`config.mk`:
```
export PLATFORM = sky130hd
export DESIGN_NAME = imu_pitch_complementary_filter_core
export DESIGN_NICKNAME = d
export VERILOG_FILES = /design/src/design/ipcf_pkg.sv /design/src/design/imu_pitch_complementary_filter_core.sv /design/src/design/ipcf_ctrl.sv /design/src/design/ipcf_datapath.sv
export VERILOG_INCLUDE_DIRS = /design/src /design/src/design
export SDC_FILE = /design/constraint.sdc
export NUM_CORES = 2
export LEC_CHECK = 0
export ABC_CLOCK_PERIOD_IN_PS = 15750
export BUFFER_PORTS_ARGS = -buffer_cell sky130_fd_sc_hd__buf_2
export CORE_MARGIN = 5
export CORE_UTILIZATION = 25
export CTS_CLUSTER_SIZE = 30
export DETAILED_ROUTE_END_ITERATION = 8
export PLACE_DENSITY = 0.41
export SYNTH_ARGS = -nofsm -noshare
export SYNTH_HDL_FRONTEND = slang
export SYNTH_SLANG_ARGS = --single-unit
```
`constraint.sdc`:
```
create_clock -name i_clk -period 15.75 [get_ports i_clk]
set_input_delay 2.3625 -clock i_clk [delete_from_list [all_inputs] [get_ports i_clk]]
set_output_delay 2.3625 -clock i_clk [all_outputs]
set_load 0.01 [all_outputs]
```
`src/design/imu_pitch_complementary_filter_core_macros.svh`:
```
// Assertion macros for the pitch filter core
`ifndef IMU_PITCH_COMPLEMENTARY_FILTER_CORE_MACROS_SVH
`define IMU_PITCH_COMPLEMENTARY_FILTER_CORE_MACROS_SVH
`ifndef SYNTHESIS
`define IPF_ASSERT_IMPL(label, clk, rst_n, prop) \
    label: assert property (@(posedge clk) disable iff (!rst_n) prop) \
        else $error("assertion failed");
`define IPF_ASSERT_RESET(label, clk, prop) \
    label: assert property (@(posedge clk) prop) else $error("assertion failed");
`else
`define IPF_ASSERT_IMPL(label, clk, rst_n, prop)
`define IPF_ASSERT_RESET(label, clk, prop)
`endif
`endif

```
`src/design/ipcf_pkg.sv`:
```
// Shared types, constants and the arctangent table of the pitch filter
`timescale 1ns / 1ps
package ipcf_pkg;
    localparam int CordicSteps  = 16;
    localparam int TableLen     = 24;
    localparam int NumSteps     = (CordicSteps > TableLen) ? TableLen : CordicSteps;
    localparam int StepW        = $clog2(NumSteps + 1);
    localparam int CordW        = 48;   // vector magnitude grows past 2^29
    localparam int ZW           = 26;
    localparam int CfgIdxW      = 3;
    localparam int CfgDataW     = 20;
    localparam logic [CfgIdxW-1:0] RegGyroOff  = 3'd0;
    localparam logic [CfgIdxW-1:0] RegAyOff    = 3'd1;
    localparam logic [CfgIdxW-1:0] RegAzOff    = 3'd2;
    localparam logic [CfgIdxW-1:0] RegIntGain  = 3'd3;
    localparam logic [CfgIdxW-1:0] RegBlend    = 3'd4;
    localparam logic [CfgIdxW-1:0] RegWindow   = 3'd5;
    localparam logic [CfgIdxW-1:0] RegBias     = 3'd6;
    localparam logic signed [23:0] Sat24Max = 24'sh7FFFFF;
    localparam logic signed [23:0] Sat24Min = -24'sh800000;
    localparam logic signed [15:0] PitchLim = 16'sd23040;
    localparam logic signed [ZW-1:0] Z180   = 26'sd11796480;

    typedef struct packed {
        logic load;     // capture sample, do offsets and gyro product
        logic integ;    // integrate, start CORDIC
        logic iter;     // one CORDIC step
        logic fuse;     // pitch, window, blend product
        logic finish;   // store angle, present result
    } t_cmd;

    typedef struct packed {
        logic cordic_last;
    } t_status;

    function automatic logic signed [ZW-1:0] atan_q16(input logic [4:0] i);
        case (i)
            5'd0: atan_q16 = 26'sd2949120;  5'd1: atan_q16 = 26'sd1740967;
            5'd2: atan_q16 = 26'sd919879;   5'd3: atan_q16 = 26'sd466945;
            5'd4: atan_q16 = 26'sd234379;   5'd5: atan_q16 = 26'sd117304;
            5'd6: atan_q16 = 26'sd58666;    5'd7: atan_q16 = 26'sd29335;
            5'd8: atan_q16 = 26'sd14668;    5'd9: atan_q16 = 26'sd7334;
            5'd10: atan_q16 = 26'sd3667;    5'd11: atan_q16 = 26'sd1833;
            5'd12: atan_q16 = 26'sd917;     5'd13: atan_q16 = 26'sd458;
            5'd14: atan_q16 = 26'sd229;     5'd15: atan_q16 = 26'sd115;
            5'd16: atan_q16 = 26'sd57;      5'd17: atan_q16 = 26'sd29;
            5'd18: atan_q16 = 26'sd14;      5'd19: atan_q16 = 26'sd7;
            5'd20: atan_q16 = 26'sd4;       5'd21: atan_q16 = 26'sd2;
            5'd22: atan_q16 = 26'sd1;
            default: atan_q16 = 26'sd0;
        endcase
    endfunction

    function automatic logic signed [23:0] sat24(input logic signed [27:0] v);
        if (v > 28'(Sat24Max)) sat24 = Sat24Max;
        else if (v < 28'(Sat24Min)) sat24 = Sat24Min;
        else sat24 = v[23:0];
    endfunction
endpackage

```
`src/design/imu_pitch_complementary_filter_core.sv`:
```
// Top level: IMU pitch complementary filter with stream ports
// A sample passes the load, integrate, CORDIC step, fuse and finish states in order.
// No new sample is taken while one is in those states, as the work is done by
// the single shared CORDIC stage.
// A new sample is taken only once the prior result has left or leaves that cycle.
// Reset (i_rst_n low, synchronous) clears the angle and loads register defaults.
`timescale 1ns / 1ps
module imu_pitch_complementary_filter_core import ipcf_pkg::*; (
    input  logic                i_clk,
    input  logic                i_rst_n,
    input  logic                s_axis_tvalid,
    output logic                s_axis_tready,
    input  logic [47:0]         s_axis_tdata,  // gyro_x, accel_y, accel_z
    output logic                m_axis_tvalid,
    input  logic                m_axis_tready,
    output logic [39:0]         m_axis_tdata,  // fused_pitch, accel_pitch
    input  logic                i_cfg_we,
    input  logic [CfgIdxW-1:0]  i_cfg_idx,
    input  logic [CfgDataW-1:0] i_cfg_data
);
    t_cmd    w_cmd;
    t_status w_status;
    logic signed [23:0] w_fused;
    logic signed [15:0] w_accel;

    ipcf_ctrl u_ctrl (
        .i_clk       (i_clk),
        .i_rst_n     (i_rst_n),
        .i_in_valid  (s_axis_tvalid),
        .o_in_ready  (s_axis_tready),
        .o_out_valid (m_axis_tvalid),
        .i_out_ready (m_axis_tready),
        .i_status    (w_status),
        .o_cmd       (w_cmd)
    );

    ipcf_datapath u_dp (
        .i_clk         (i_clk),
        .i_rst_n       (i_rst_n),
        .i_cmd         (w_cmd),
        .o_status      (w_status),
        .i_cfg_we      (i_cfg_we),
        .i_cfg_idx     (i_cfg_idx),
        .i_cfg_data    (i_cfg_data),
        .i_gyro_x      (s_axis_tdata[15:0]),
        .i_accel_y     (s_axis_tdata[31:16]),
        .i_accel_z     (s_axis_tdata[47:32]),
        .o_fused_pitch (w_fused),
        .o_accel_pitch (w_accel)
    );

    assign m_axis_tdata = {w_accel, w_fused};
endmodule

```
`src/design/ipcf_ctrl.sv`:
```
// Sequencer for the pitch filter: load, integrate, CORDIC steps, fuse, result
`timescale 1ns / 1ps
`include "imu_pitch_complementary_filter_core_macros.svh"
module ipcf_ctrl import ipcf_pkg::*; (
    input  logic    i_clk,
    input  logic    i_rst_n,
    input  logic    i_in_valid,
    output logic    o_in_ready,
    output logic    o_out_valid,
    input  logic    i_out_ready,
    input  t_status i_status,
    output t_cmd    o_cmd
);
    typedef enum logic [4:0] {
        S_IDLE  = 5'b00001,
        S_INTEG = 5'b00010,
        S_ITER  = 5'b00100,
        S_FUSE  = 5'b01000,
        S_FIN   = 5'b10000
    } t_state;

    t_state r_state, n_state;
    logic   r_out_valid, n_out_valid;

    // accept a new sample once no result waits, or the waiting one leaves this cycle
    assign o_in_ready  = (r_state == S_IDLE) && !(r_out_valid && !i_out_ready);
    assign o_out_valid = r_out_valid;

    always_comb begin
        n_state     = r_state;
        n_out_valid = r_out_valid && !i_out_ready;
        o_cmd       = '0;
        unique case (r_state)
            S_IDLE: begin
                if (i_in_valid && o_in_ready) begin
                    o_cmd.load = 1'b1;
                    n_state    = S_INTEG;
                end
            end
            S_INTEG: begin
                o_cmd.integ = 1'b1;
                n_state     = S_ITER;
            end
            S_ITER: begin
                o_cmd.iter = 1'b1;
                if (i_status.cordic_last) n_state = S_FUSE;
            end
            S_FUSE: begin
                o_cmd.fuse = 1'b1;
                n_state    = S_FIN;
            end
            S_FIN: begin
                o_cmd.finish = 1'b1;
                n_out_valid  = 1'b1;
                n_state      = S_IDLE;
            end
            default: n_state = S_IDLE;
        endcase
    end

    always_ff @(posedge i_clk) begin
        if (!i_rst_n) begin
            r_state     <= S_IDLE;
            r_out_valid <= 1'b0;
        end else begin
            r_state     <= n_state;
            r_out_valid <= n_out_valid;
        end
    end

    `IPF_ASSERT_IMPL(a_fin_sets_valid, i_clk, i_rst_n, (r_state == S_FIN) |=> r_out_valid)
    `IPF_ASSERT_IMPL(a_busy_not_ready, i_clk, i_rst_n, (r_state != S_IDLE) |-> !o_in_ready)
    `IPF_ASSERT_IMPL(a_iter_ends, i_clk, i_rst_n, (r_state == S_ITER && i_status.cordic_last) |=> (r_state == S_FUSE))
endmodule

```
`src/design/ipcf_datapath.sv`:
```
// Datapath: offsets, gyro integration, shared CORDIC stage, window and blend
`timescale 1ns / 1ps
module ipcf_datapath import ipcf_pkg::*; (
    input  logic                i_clk,
    input  logic                i_rst_n,
    input  t_cmd                i_cmd,
    output t_status             o_status,
    input  logic                i_cfg_we,
    input  logic [CfgIdxW-1:0]  i_cfg_idx,
    input  logic [CfgDataW-1:0] i_cfg_data,
    input  logic signed [15:0]  i_gyro_x,
    input  logic signed [15:0]  i_accel_y,
    input  logic signed [15:0]  i_accel_z,
    output logic signed [23:0]  o_fused_pitch,
    output logic signed [15:0]  o_accel_pitch
);
    logic signed [19:0] r_gyro_off, r_ay_off, r_az_off;
    logic        [15:0] r_int_gain, r_blend, r_window;
    logic signed [16:0] r_bias;

    always_ff @(posedge i_clk) begin
        if (!i_rst_n) begin
            r_gyro_off <= 20'sd24;
            r_ay_off   <= 20'sd21;
            r_az_off   <= 20'sd160;
            r_int_gain <= 16'd639;
            r_blend    <= 16'd328;
            r_window   <= 16'd2560;
            r_bias     <= 17'sd1024;
        end else if (i_cfg_we) begin
            unique case (i_cfg_idx)
                RegGyroOff: r_gyro_off <= i_cfg_data;
                RegAyOff:   r_ay_off   <= i_cfg_data;
                RegAzOff:   r_az_off   <= i_cfg_data;
                RegIntGain: r_int_gain <= i_cfg_data[15:0];
                RegBlend:   r_blend    <= i_cfg_data[15:0];
                RegWindow:  r_window   <= i_cfg_data[15:0];
                RegBias:    r_bias     <= i_cfg_data[16:0];
                default: ;
            endcase
        end
    end

    logic signed [23:0]      r_angle;
    logic signed [38:0]      r_prod;
    logic signed [23:0]      r_g;
    logic signed [CordW-1:0] r_x, r_y;
    logic signed [ZW-1:0]    r_z;
    logic [StepW-1:0]        r_step;
    logic signed [15:0]      r_pitch;

    logic signed [21:0] w_ay, w_az, w_rate;
    assign w_rate = {{2{i_gyro_x[15]}}, i_gyro_x, 4'b0} - 22'(r_gyro_off);
    assign w_ay   = {{2{i_accel_y[15]}}, i_accel_y, 4'b0} - 22'(r_ay_off);
    assign w_az   = {{2{i_accel_z[15]}}, i_accel_z, 4'b0} - 22'(r_az_off);

    logic signed [CordW-1:0] w_dx, w_dy;
    logic [4:0]              w_tidx;
    assign w_dx   = r_y >>> r_step;
    assign w_dy   = r_x >>> r_step;
    assign w_tidx = 5'(r_step);
    assign o_status.cordic_last = (r_step == StepW'(NumSteps - 1)) || (NumSteps == 0);

    // pitch from the finished angle, window limits
    logic signed [ZW-1:0] w_pz;
    logic signed [17:0]   w_pitch_raw;
    logic signed [15:0]   w_pitch;
    logic signed [25:0]   w_hi, w_lo, w_lim, w_err;
    assign w_pz        = -r_z + ZW'(128);
    assign w_pitch_raw = w_pz[25:8];
    assign w_pitch     = (w_pitch_raw > 18'(PitchLim)) ? PitchLim :
                         (w_pitch_raw < -18'(PitchLim)) ? -PitchLim : w_pitch_raw[15:0];
    assign w_hi  = 26'(r_g) + 26'($signed({1'b0, r_window}));
    assign w_lo  = 26'(r_g) - 26'($signed({1'b0, r_window}));
    assign w_lim = (26'(w_pitch) >= w_hi) ? w_hi :
                   (26'(w_pitch) <= w_lo) ? w_lo : 26'(w_pitch);
    assign w_err = w_lim - 26'(r_g);

    // products at full width: signed operands sign-extended, gains zero-extended, before the multiply
    logic signed [38:0] w_iprod, w_bprod;
    assign w_iprod = 39'(w_rate) * 39'($signed({1'b0, r_int_gain}));
    assign w_bprod = 39'(w_err) * 39'($signed({1'b0, r_blend}));

    logic signed [42:0] w_bsum;
    logic signed [27:0] w_new;
    logic signed [23:0] w_new_sat;
    assign w_bsum    = 43'(r_prod) + 43'sd32768;
    assign w_new     = 28'(r_g) + 28'(w_bsum >>> 16);
    assign w_new_sat = sat24(w_new);

    logic signed [39:0] w_isum;
    assign w_isum = 40'(r_prod) + 40'sd32768;

    always_ff @(posedge i_clk) begin
        if (!i_rst_n) begin
            r_angle <= '0;
        end else if (i_cmd.finish) begin
            r_angle <= w_new_sat;
        end
    end

    always_ff @(posedge i_clk) begin
        if (i_cmd.load) begin
            r_prod <= w_iprod;
            r_step <= '0;
            if (w_az < 0) begin
                r_x <= -(CordW'(w_az) <<< 8);
                r_y <= -(CordW'(w_ay) <<< 8);
                r_z <= (w_ay >= 0) ? Z180 : -Z180;
            end else begin
                r_x <= CordW'(w_az) <<< 8;
                r_y <= CordW'(w_ay) <<< 8;
                r_z <= '0;
            end
        end
        if (i_cmd.integ) begin
            r_g <= sat24(28'(r_angle) + 28'(w_isum >>> 16));
        end
        if (i_cmd.iter) begin
            // zero vector keeps angle at zero: y stays >= 0 but x stays 0 too
            if (r_x == 0 && r_y == 0) begin
                r_z <= r_z;
            end else if (r_y >= 0) begin
                r_x <= r_x + w_dx;
                r_y <= r_y - w_dy;
                r_z <= r_z + atan_q16(w_tidx);
            end else begin
                r_x <= r_x - w_dx;
                r_y <= r_y + w_dy;
                r_z <= r_z - atan_q16(w_tidx);
            end
            r_step <= r_step + 1'b1;
        end
        if (i_cmd.fuse) begin
            r_pitch <= w_pitch;
            r_prod  <= w_bprod;
        end
        if (i_cmd.finish) begin
            o_fused_pitch <= sat24(28'(w_new_sat) - 28'(r_bias));
            o_accel_pitch <= r_pitch;
        end
    end
endmodule
```
==> key figures <==
Status
  – Status: complete, no violations

STA
  – Slew Limit Headroom: 11.6%
  – Final worst-path cycle share: between 90% and 100%
  – Setup_tns: 0 ns
  – RSZ-0062 raised after global routing: no
  – Final max-slew violation count: 0
  – Setup ws final: a little under 1 ns
  – Min Hold Slack: 0.454 ns
  – Fin. Hold Viols: 0
  – Final setup fails: 0
  – Skew final: roughly 0.026 ns
  – Fmax: 0.0677 GHz
  – Min Clock Period, post-route: between 10 and 15 ns
  – Worst-Margin Slew: 1.32 ns

Logic synthesis
  – Top post-synthesis cells by area: fa_1, ha_1, dfxtp_1
  – Post-Syn Area: 66,000 um2
  – EDFF count, synth: between 100 and 150
  – Cells after synthesis: ~7,800
  – Synth unique cells: 100
  – Synth area leader: fa_1
  – Number of synthesized register bits: between 400 and 500
  – Synth top area share: between 20% and 30%
  – Net Count, Synth: approximately 9,100
  – Most used DFF post-synth: dfxtp_1
  – Post-synth ARST share: 0%
  – Register area share after synthesis: ~14%
  – Synth warnings: 0
  – Mean Syn Cell Area: approximately 8.5 um2

Place
  – GP Congestion: around 0.88
  – Port bufs: around 120
  – DP Wirelength: between 150,000 and 200,000 um
  – Dpl ws: 0.000412 ns

GRT
  – Vias in the first global route: 55,300
  – Busiest layer in global routing: met2
  – Initial antenna violation count: 9
  – GRT Total Usage: between 15 and 20%
  – Grt met3 use: between 1.5 and 2%
  – Met1 usage: between 20% and 30%
  – Met2 Resource Use GR: 27.4%
  – Largest net degree at the start of global routing: between 80 and 90
  – GRT overflow: 0
  – First-pass GRT wire length: between 300,000 and 400,000 um

Detailed routing
  – Initial drt markers: 3,824
  – Detail Route Antenna Nets: 0
  – Drt pass-1 iters: 6
  – Routed vias/inst: a little under 5
  – Routed wire length per instance: approximately 20 um
  – Routed Wire Length: 229,000 um
  – Vias: roughly 55,000
  – Post-route DRC: 0

Floorplanning
  – Core Region: about 260,000 um2
  – Cell Rows: between 150 and 200
  – Die Span X: ~520 um
  – I/O pin total: 118
  – Total die area: 275,000 um2
  – Die height: about 520 um
  – Initial core utilization: roughly a quarter

Hold path
  – Hold_sp: u_dp.r_ay_off[11]$_SDFFE_PN0P_
  – Hold depth: 2
  – Worst hold path class: reg2reg
  – Hold EP: u_dp.r_ay_off[11]$_SDFFE_PN0P_

Critical path
  – Arrival time worst endpoint: about 15 ns
  – Flop2flop setup slack: around 1 ns
  – Crit end category: flop
  – Req. time, crit path: approximately 16 ns
  – Crit-path max FO: 11
  – R2r startpoint: u_dp.r_z[15]$_SDFFCE_PN0P_
  – Max incr delay on CP: around 0.58 ns
  – Critical-path top delay cell: or4_1
  – Reg2reg path depth: between 50 and 60
  – Worst r2r dst: u_dp.r_prod[38]$_DFFE_PP_
  – Critical path class: reg2reg
  – CP startpoint kind: flop

Layout
  – Multi-input gate area: 51,300 um2
  – Sequential Area: 9520 um2
  – Nets: just over 9,000
  – P&R area growth vs syn: 10.1%
  – Most frequent cells in the layout: inv_1, nand2_1, fa_1, ha_1, a21oi_1
  – Final core occ: between 20% and 30%
  – Fraction of layout cells with a size suffix above 1: a little under 8%
  – Most common cell after layout, fill and taps aside: inv_1
  – Fill count: roughly 28,000

Clock tree
  – CTS clock-pin slew for the worst setup and hold paths: about 0.060 ns
  – Clk Tree Root Cell: clkbuf_16
  – Post-CTS setup repair buffer count: 0
  – Total CTS buffers: between 50 and 60
  – Bufs on Longest Clock Path: 3
  – H-tree Lvls: 2
  – Sink Count: between 400 and 500
  – Clock latency on the worst-skew pair: slightly below 0.7 ns
  – TritonCTS clock tree: done

Run
  – Maxcap violations: 0
[worst max path at each step]
stage / from / cells after the start / slack (ns) / to
2_1_floorplan: u_dp.r_z[15]$_SDFFCE_PN0P_ / 60 / 1.48 / u_dp.r_prod[38]$_DFFE_PP_
3_3_place_gp: u_dp.r_z[15]$_SDFFCE_PN0P_ / 57 / 0.19 / u_dp.r_prod[38]$_DFFE_PP_
3_5_place_dp: u_dp.r_z[15]$_SDFFCE_PN0P_ / 57 / 0.0004 / u_dp.r_prod[38]$_DFFE_PP_
4_1_cts: u_dp.r_z[15]$_SDFFCE_PN0P_ / 58 / 0.02 / u_dp.r_prod[38]$_DFFE_PP_
5_1_grt: u_dp.r_z[13]$_SDFFCE_PN0P_ / 58 / 0.04 / u_dp.r_prod[38]$_DFFE_PP_
6_report: u_dp.r_z[15]$_SDFFCE_PN0P_ / 58 / 0.98 / u_dp.r_prod[38]$_DFFE_PP_
[logic make-up after synthesis]
kind of cell	synth area share (%)
muxes	6.75
DFF	14.4
adders and majority gates	32.3
buffers and inverters	8.13
xor gates and xnor gates	6.51
AOI/OAI and AO/OA	13.8
and+or+nand+nor	18.1
[registers in the layout (all words and copies together) (netlist names), 16 cells and up, named ones only]
name,count
u_dp.r_angle,24
u_dp.r_bias,17
u_dp.r_int_gain,16
u_dp.r_prod,24
u_dp.o_accel_pitch,16
u_dp.r_window,16
u_dp.r_blend,16
u_dp.o_fused_pitch,24
u_dp.r_y,48
u_dp.r_gyro_off,20
u_dp.r_pitch,16
u_dp.r_z,26
u_dp.r_az_off,20
u_dp.r_ay_off,20
u_dp.r_g,24
u_dp.r_x,48
[synth_stat cells (all sizes together) (28+ instances only)]
| cell type | instances |
|---|---|
| edfxtp | 135 |
| o31ai | 59 |
| nor4 | 50 |
| nand2 | 1058 |
| a21o | 131 |
| ha | 546 |
| xnor2 | 295 |
| o21bai | 30 |
| or3 | 58 |
| nand2b | 74 |
| xor2 | 193 |
| or2 | 29 |
| mux2i | 74 |
| nor2 | 401 |
| a31oi | 62 |
| fa | 716 |
| nand4 | 43 |
| inv | 1068 |
| a211oi | 34 |
| a21boi | 28 |
| o211ai | 37 |
| buf | 64 |
| o21a | 79 |
| dfxtp | 273 |
| and3 | 60 |
| mux2 | 49 |
| and2 | 346 |
| nor3 | 109 |
| mux4 | 138 |
| a21oi | 437 |
| o22ai | 57 |
| o21ai | 366 |
| nor2b | 74 |
| clkbuf | 269 |
| nand3 | 116 |
[final cells by class]
type	instances	share of cell area [%]
clock inverter	34	0.435
tap	3515	6.05
inverter	1070	5.53
multi-input combinational	6000	70.6
timing repair buffer	244	2.12
clock buffer	72	2.19
antenna	4	0.0138
sequential	408	13.1
[through the flow]
step,instances,cell area [um2]
floorplan,7811,66000
global placement,11200,70700
detailed placement,11200,70700
CTS,11300,72700
global route,11300,72700
finish,11300,72700
[critical path, delay by kind of cell, from the launching register on]
family | cells | cell delay (ns)
compound gates | 25 | 4.93
xor+xnor | 2 | 0.48
fa+ha+maj | 9 | 4.04
buf+inv | 7 | 0.95
flops | 1 | 0.45
mux | 1 | 0.14
simple gates | 14 | 3.49
[metal layers]
metal / share of wire (%) / routed length [um]
met1: 46 / 106000
met2: 47 / 108000
met3: 4.5 / 10200
met4: 1.9 / 4340
met5: 0.0057 / 13
[repair_timing]
action / 4_1_cts / 5_1_grt
gates resized for setup: 1 / 15
setup endpoints to repair: 1 / 14
endpoints found under the hold margin: 0 / 0
gates cloned: 0 / 0
hold buffers: 0 / 0
Power is left out: the tool's default activity adds up to more than one toggle a clock period on the data nets, which glitch-free logic cannot reach.
